`src/rtl/core/acwb_pkg.sv`:
```
`timescale 1ns / 1ps
// ----------------------------------------------------------------------------
// acwb_pkg
// Types, widths and constants shared by the associative cache block.
// ----------------------------------------------------------------------------
package acwb_pkg;

  localparam int unsigned DEF_NUM_LINES   = 4;
  localparam int unsigned DEF_BLOCK_WORDS = 4;
  localparam int unsigned DEF_MEM_WORDS   = 4096;

  localparam int unsigned OP_W       = 2;
  localparam int unsigned ADDR_W     = 12;
  localparam int unsigned DATA_W     = 16;
  localparam int unsigned LINE_OUT_W = 2;
  localparam int unsigned OFF_OUT_W  = 2;
  localparam int unsigned BLK_OUT_W  = 10;
  localparam int unsigned CNT_W      = 16;
  localparam int unsigned LFSR_W     = 16;

  localparam logic [LFSR_W-1:0] LFSR_SEED = 16'hACE1;
  localparam logic [LFSR_W-1:0] LFSR_TAPS = 16'hB400;

  typedef enum logic [OP_W-1:0] {
    OP_READ    = 2'd0,
    OP_WRITE   = 2'd1,
    OP_PRELOAD = 2'd2,
    OP_NONE    = 2'd3
  } op_e;

  typedef enum logic [2:0] {
    KIND_NOP     = 3'd0,
    KIND_PRELOAD = 3'd1,
    KIND_HIT_RD  = 3'd2,
    KIND_HIT_WR  = 3'd3,
    KIND_FILL    = 3'd4,
    KIND_REPLACE = 3'd5
  } kind_e;

  typedef struct packed {
    logic accept;
    logic lookup;
    logic hit_capture;
    logic wb_step;
    logic load_step;
    logic out_load;
  } cmd_t;

  typedef struct packed {
    kind_e kind;
    logic  step_last;
  } status_t;

endpackage

```
`src/rtl/core/acwb_ctrl.sv`:
```
`timescale 1ns / 1ps
// ----------------------------------------------------------------------------
// acwb_ctrl
// Sequencer for one access: lookup, write-back, block load and result.
// ----------------------------------------------------------------------------
module acwb_ctrl import acwb_pkg::*; (
  input  logic    clk_i,
  input  logic    rst_ni,
  input  logic    in_valid_i,
  output logic    in_ready_o,
  output logic    out_valid_o,
  input  logic    out_ready_i,
  input  status_t status_i,
  output cmd_t    cmd_o
);

  typedef enum logic [5:0] {
    S_IDLE   = 6'b000001,
    S_LOOKUP = 6'b000010,
    S_HITRD  = 6'b000100,
    S_WB     = 6'b001000,
    S_LOAD   = 6'b010000,
    S_FINISH = 6'b100000
  } state_e;

  state_e state_q, state_d;
  logic   out_valid_q, out_valid_d;
  cmd_t   cmd;

  always_comb begin
    state_d = state_q;
    cmd     = '0;
    unique case (state_q)
      S_IDLE: begin
        if (in_valid_i) begin
          cmd.accept = 1'b1;
          state_d    = S_LOOKUP;
        end
      end
      S_LOOKUP: begin
        cmd.lookup = 1'b1;
        unique case (status_i.kind)
          KIND_HIT_RD:  state_d = S_HITRD;
          KIND_FILL:    state_d = S_LOAD;
          KIND_REPLACE: state_d = S_WB;
          default:      state_d = S_FINISH;
        endcase
      end
      S_HITRD: begin
        cmd.hit_capture = 1'b1;
        state_d         = S_FINISH;
      end
      S_WB: begin
        cmd.wb_step = 1'b1;
        if (status_i.step_last) begin
          state_d = S_LOAD;
        end
      end
      S_LOAD: begin
        cmd.load_step = 1'b1;
        if (status_i.step_last) begin
          state_d = S_FINISH;
        end
      end
      S_FINISH: begin
        // Wait here only while the previous word is still unclaimed.
        if (!out_valid_q || out_ready_i) begin
          cmd.out_load = 1'b1;
          state_d      = S_IDLE;
        end
      end
      default: state_d = S_IDLE;
    endcase
  end

  always_comb begin
    if (cmd.out_load) begin
      out_valid_d = 1'b1;
    end else if (out_ready_i) begin
      out_valid_d = 1'b0;
    end else begin
      out_valid_d = out_valid_q;
    end
  end

  always_ff @(posedge clk_i or negedge rst_ni) begin
    if (!rst_ni) begin
      state_q     <= S_IDLE;
      out_valid_q <= 1'b0;
    end else begin
      state_q     <= state_d;
      out_valid_q <= out_valid_d;
    end
  end

  assign in_ready_o  = (state_q == S_IDLE);
  assign out_valid_o = out_valid_q;
  assign cmd_o       = cmd;

endmodule

```
`config.mk`:
```
export PLATFORM = sky130hd
export DESIGN_NAME = acwb_ctrl
export DESIGN_NICKNAME = d
export VERILOG_FILES = /design/src/rtl/core/acwb_pkg.sv /design/src/rtl/core/acwb_ctrl.sv
export SDC_FILE = /design/constraint.sdc
export NUM_CORES = 1
export LEC_CHECK = 0
export BUFFER_PORTS_ARGS = -buffer_cell sky130_fd_sc_hd__buf_2
export CELL_PAD_IN_SITES_DETAIL_PLACEMENT = 0
export CELL_PAD_IN_SITES_GLOBAL_PLACEMENT = 1
export CORE_MARGIN = 8
export CORE_UTILIZATION = 35
export CTS_BUF_LIST = sky130_fd_sc_hd__clkbuf_8
export CTS_CLUSTER_DIAMETER = 40
export DETAILED_ROUTE_END_ITERATION = 6
export PLACE_DENSITY_LB_ADDON = 0.1
export SLEW_MARGIN = 25
export SYNTH_ARGS = -nofsm -noshare
export SYNTH_HDL_FRONTEND = slang
export SYNTH_SLANG_ARGS = --single-unit
```
`constraint.sdc`:
```
create_clock -name clk_i -period 4.9 [get_ports clk_i]
set_input_delay 0.245 -clock clk_i [delete_from_list [all_inputs] [get_ports clk_i]]
set_output_delay 0.245 -clock clk_i [all_outputs]
set_load 0.02 [all_outputs]
```
==> results.md <==
- Syn nets: 63
- Share of total power in sequential cells: 0.297
- Top cell type's share of synthesized area: 0.310
- Worst Path Max Fanout: 5
- Number of instances in the synthesized netlist: 55
- CP endpoint kind: output port
- Total wire length: approximately 1200 microns
- Top flip-flop cell by instance count after synthesis: dfrtp_1
- Depth of the most critical reg-to-reg path: 4
- Global-route wire length before repair: 1900 microns
- Share of the synthesized area in compound gates (AO/OA/AOI/OAI): 0.132
- Portion of the post-synthesis area used by sequential elements: 0.364
- Fmax achieved: 522 MHz
- Total power divided by cell area: 509 mW/mm^2
- Xor/xnor share of the synthesized area: 0.0362
- Worst reg2reg path endpoint: state_q[3]
- Worst hold path stage count: 2
- All-Layer GR Usage: 0.0893
- Deepest clock path buffer count: 2
- Final Instance Count excl. Fillers: 86
- Clock tree from TritonCTS: done
- Number of vias after detailed routing: 445
- Simple logic cell fraction of the synthesized area: 0.395
- Placed Instances: 81
- Pins Over Slew Limit: 0
- Mux share of post-synthesis cell area: 0
- Unrepaired setup endpoints after global routing: no
- Capture endpoint of the worst hold path: state_q[3]
- I/O Buffers: 15
- Synthesized cell area: 484 sq um
- Yosys cell types: 32
- Switching share of total power: 0.406
- Combinational family with the most area after synthesis: simple AND/OR/NAND/NOR gates
- Peak supply drop: 0.000164 V
- Width of the chip: 53.2 microns
- Combinational cell fraction of total power: 0.447
- Internal power consumption: 185 uW
- Arrival time at the worst endpoint: between 1.5 and 2 ns
- Launch point of the worst hold path: status_i[1]
- Antenna violations before repair: 0
- Post-synthesis adder-cell area fraction: 0
- Initial Util: 0.372
- TritonRoute pass-1 iters: 5
- Most area-hungry cell type in the Yosys netlist: dfrtp_1
- Routability Congestion: 0.749
- Std-Cell Core Area: 0.00130 sq mm
- Via count of the first global-routing pass: between 400 and 500
- Synth top area cells: dfrtp_1 31%, dfstp_2 5.4%, nor4b_1 5.4%
- Launching point of the worst reg2reg path: state_q[1]
- Clk_lat worst skew: 0.22 ns
- Critical path type: reg -> out
- Final worst path period share: 0.391
- Number of gates resized after cts: 0
- Type of origin of the critical path: flop
- Setup slack, reg-to-reg: 3.23 ns
- Std cell rows: 13
- Synthesis Warnings: 0
- Async SR Flop Fraction: 1.00
- Required time at the worst-slack endpoint: 4.66 ns
- Final antenna diode count: 0
- Class of the tightest hold or removal check: in -> reg
- Number of storage elements in the synthesis netlist: 7
- Max_cap viols: 0
- Post-layout net count: 80
- Count of clock tree sinks: 7
- Fraction of layout cells with a size suffix above 1: 0.352
- Number of top-level pins: 16
- Antenna Nets Post-Route: 0
- H-tree level count: 1
- Synthesis-to-finish area growth: 26.6%
- HPWL reported at the end of detailed placement: 931 microns
- Root buffer cell: clkbuf_8
- Num CTS Buffers: 3
- Setup violation total in the final timing report: 0
- Clock power frac: 0.256
- Number of vias per cell after detailed routing: between 5 and 6
- Total Die Area: 0.00283 sq mm
- Drt drc: 0
- Maximum number of pins on one net before global-route repair: 12
- Vert. Die Dim: between 50 and 60 microns
- Worst-margin pin slew: 0.433 ns
- Global route overflow: 0
- Per-cell routed wire length: between 10 and 15 microns
- Leak Pwr: between 0.0003 and 0.0004 uW
- Reported net switching power: 127 uW
- Drt initial violations: 12
- Clock transition at the register clock pins on the worst setup and hold paths after CTS: 0.04 ns
- Number of synthesized flops with an enable pin: 0
- Fin. Hold Viols: 0
- Setup Total Neg Slack: 0 ns
- Synthesized area divided by synthesized cell count: 8.80 sq um
- Status: finished, final reports clean
- Minimum period implied by the final worst setup slack: 1.92 ns
- Worst slew slack as a fraction of its limit: 0.709
- Worst clock skew: 0.000914 ns
placed cells by master (no fill, tap or decap):
| cell | netlist | final |
|---|---|---|
| buf_2 | 1 | 15 |
| dfrtp_1 | 6 | 6 |
| inv_1 | 4 | 5 |
| nor2_1 | 4 | 4 |
| o21ai_0 | 4 | 4 |
| nor4b_1 | 3 | 3 |
| clkbuf_8 | 0 | 3 |
| or4_4 | 2 | 2 |
| nor2b_1 | 2 | 2 |
| nor3_1 | 2 | 2 |
| nand3_1 | 2 | 2 |
| nand2b_1 | 2 | 2 |
| a21oi_1 | 2 | 2 |
| or2b_1 | 1 | 1 |
| nor2_2 | 1 | 1 |
| or3_4 | 1 | 1 |
| nor4_1 | 1 | 1 |
| and2b_1 | 1 | 1 |
| nand2_1 | 1 | 1 |
| and3_1 | 1 | 1 |
| nand3b_1 | 1 | 1 |
| xnor2_1 | 1 | 1 |
| nand4_1 | 1 | 1 |
| nand3_2 | 1 | 1 |
| xor2_1 | 1 | 1 |
| o211ai_1 | 1 | 1 |
| nor3_2 | 1 | 1 |
| o2bb2ai_1 | 1 | 1 |
| a22o_1 | 1 | 1 |
| a32oi_1 | 1 | 1 |
| dlygate4sd3_1 | 0 | 1 |
| dfstp_2 | 1 | 1 |
sequential cells by signal (all words and copies together), names as in the netlist:
register,cells
out_valid_o,1
state_q,6
Yosys cell counts (2+ instances only):
cell type  instances
a21oi_1            2
nand3_1            2
nor2_1             4
nand2b_1           2
nor2b_1            2
or4_4              2
o21ai_0            4
clkbuf_1           2
inv_1              4
nor4b_1            3
dfrtp_1            6
nor3_1             2
what timing repair did:
item,CTS,global route
buffers inserted,0,0
hold buffers,1,0
hold endpoints to repair,6,0
power groups by stage:
stage	clock, uW	combinational, uW	sequential (uW)
2_1_floorplan	0	105	88.8
5_1_grt	84.3	156	94.6
3_3_place_gp	0	140	92.2
3_5_place_dp	0	138	93.1
4_1_cts	81.0	140	92.3
6_report	79.9	139	92.5
logic make-up after synthesis:
group / after synthesis
AO/OA/AOI/OAI: 10
XOR/XNOR: 2
buffers and inverters: 8
flip-flops: 7
AND/OR/NAND/NOR: 28
metrics by stage:
step           worst slack [ns]  cell area (sq um)  hold WS (ns)  total power (uW)  utilization
6_report                   2.98                613         0.265               312        0.471
3_3_place_gp               3.23                558        0.0866               232        0.429
2_1_floorplan              2.99                484       -0.0506               194            -
4_1_cts                    2.96                613         0.268               313        0.471
3_5_place_dp               3.21                558        0.0877               231        0.429
5_1_grt                    2.92                613         0.279               334        0.471
cell type report:
cell class	count	area [sq um]
flip-flops and latches	7	176
clock inverters	1	3.75
well taps	15	18.8
multi-input cells	40	273
clock buffers	3	41.3
fillers	138	688
inverters	4	15.0
repair buffers	16	85.1
how the worst max path moves through the flow:
stage                           from    endpoint  slack [ns]  cells past startpoint
final                     state_q[1]    cmd_o[1]        2.98                      3
after global routing      state_q[1]    cmd_o[1]        2.92                      3
after CTS                 state_q[1]    cmd_o[1]        2.96                      3
after detailed placement  state_q[1]    cmd_o[1]        3.21                      3
after global placement    state_q[1]    cmd_o[1]        3.23                      3
after floorplan           state_q[1]  state_q[4]        2.99                      4
per-layer routing:
layer | GRT usage | routed length, microns
met3 | 0.0308 | 69
met1 | 0.115 | 601
met5 | 0 | 0
met4 | 0.0504 | 6
met2 | 0.125 | 530
worst max-delay path: stages (launching register included):
cell and delay, ns:
dfrtp_1 0.40, or3_4 0.43, nor4b_1 0.38, buf_2 0.24
Power figures use the tool's default switching activity.
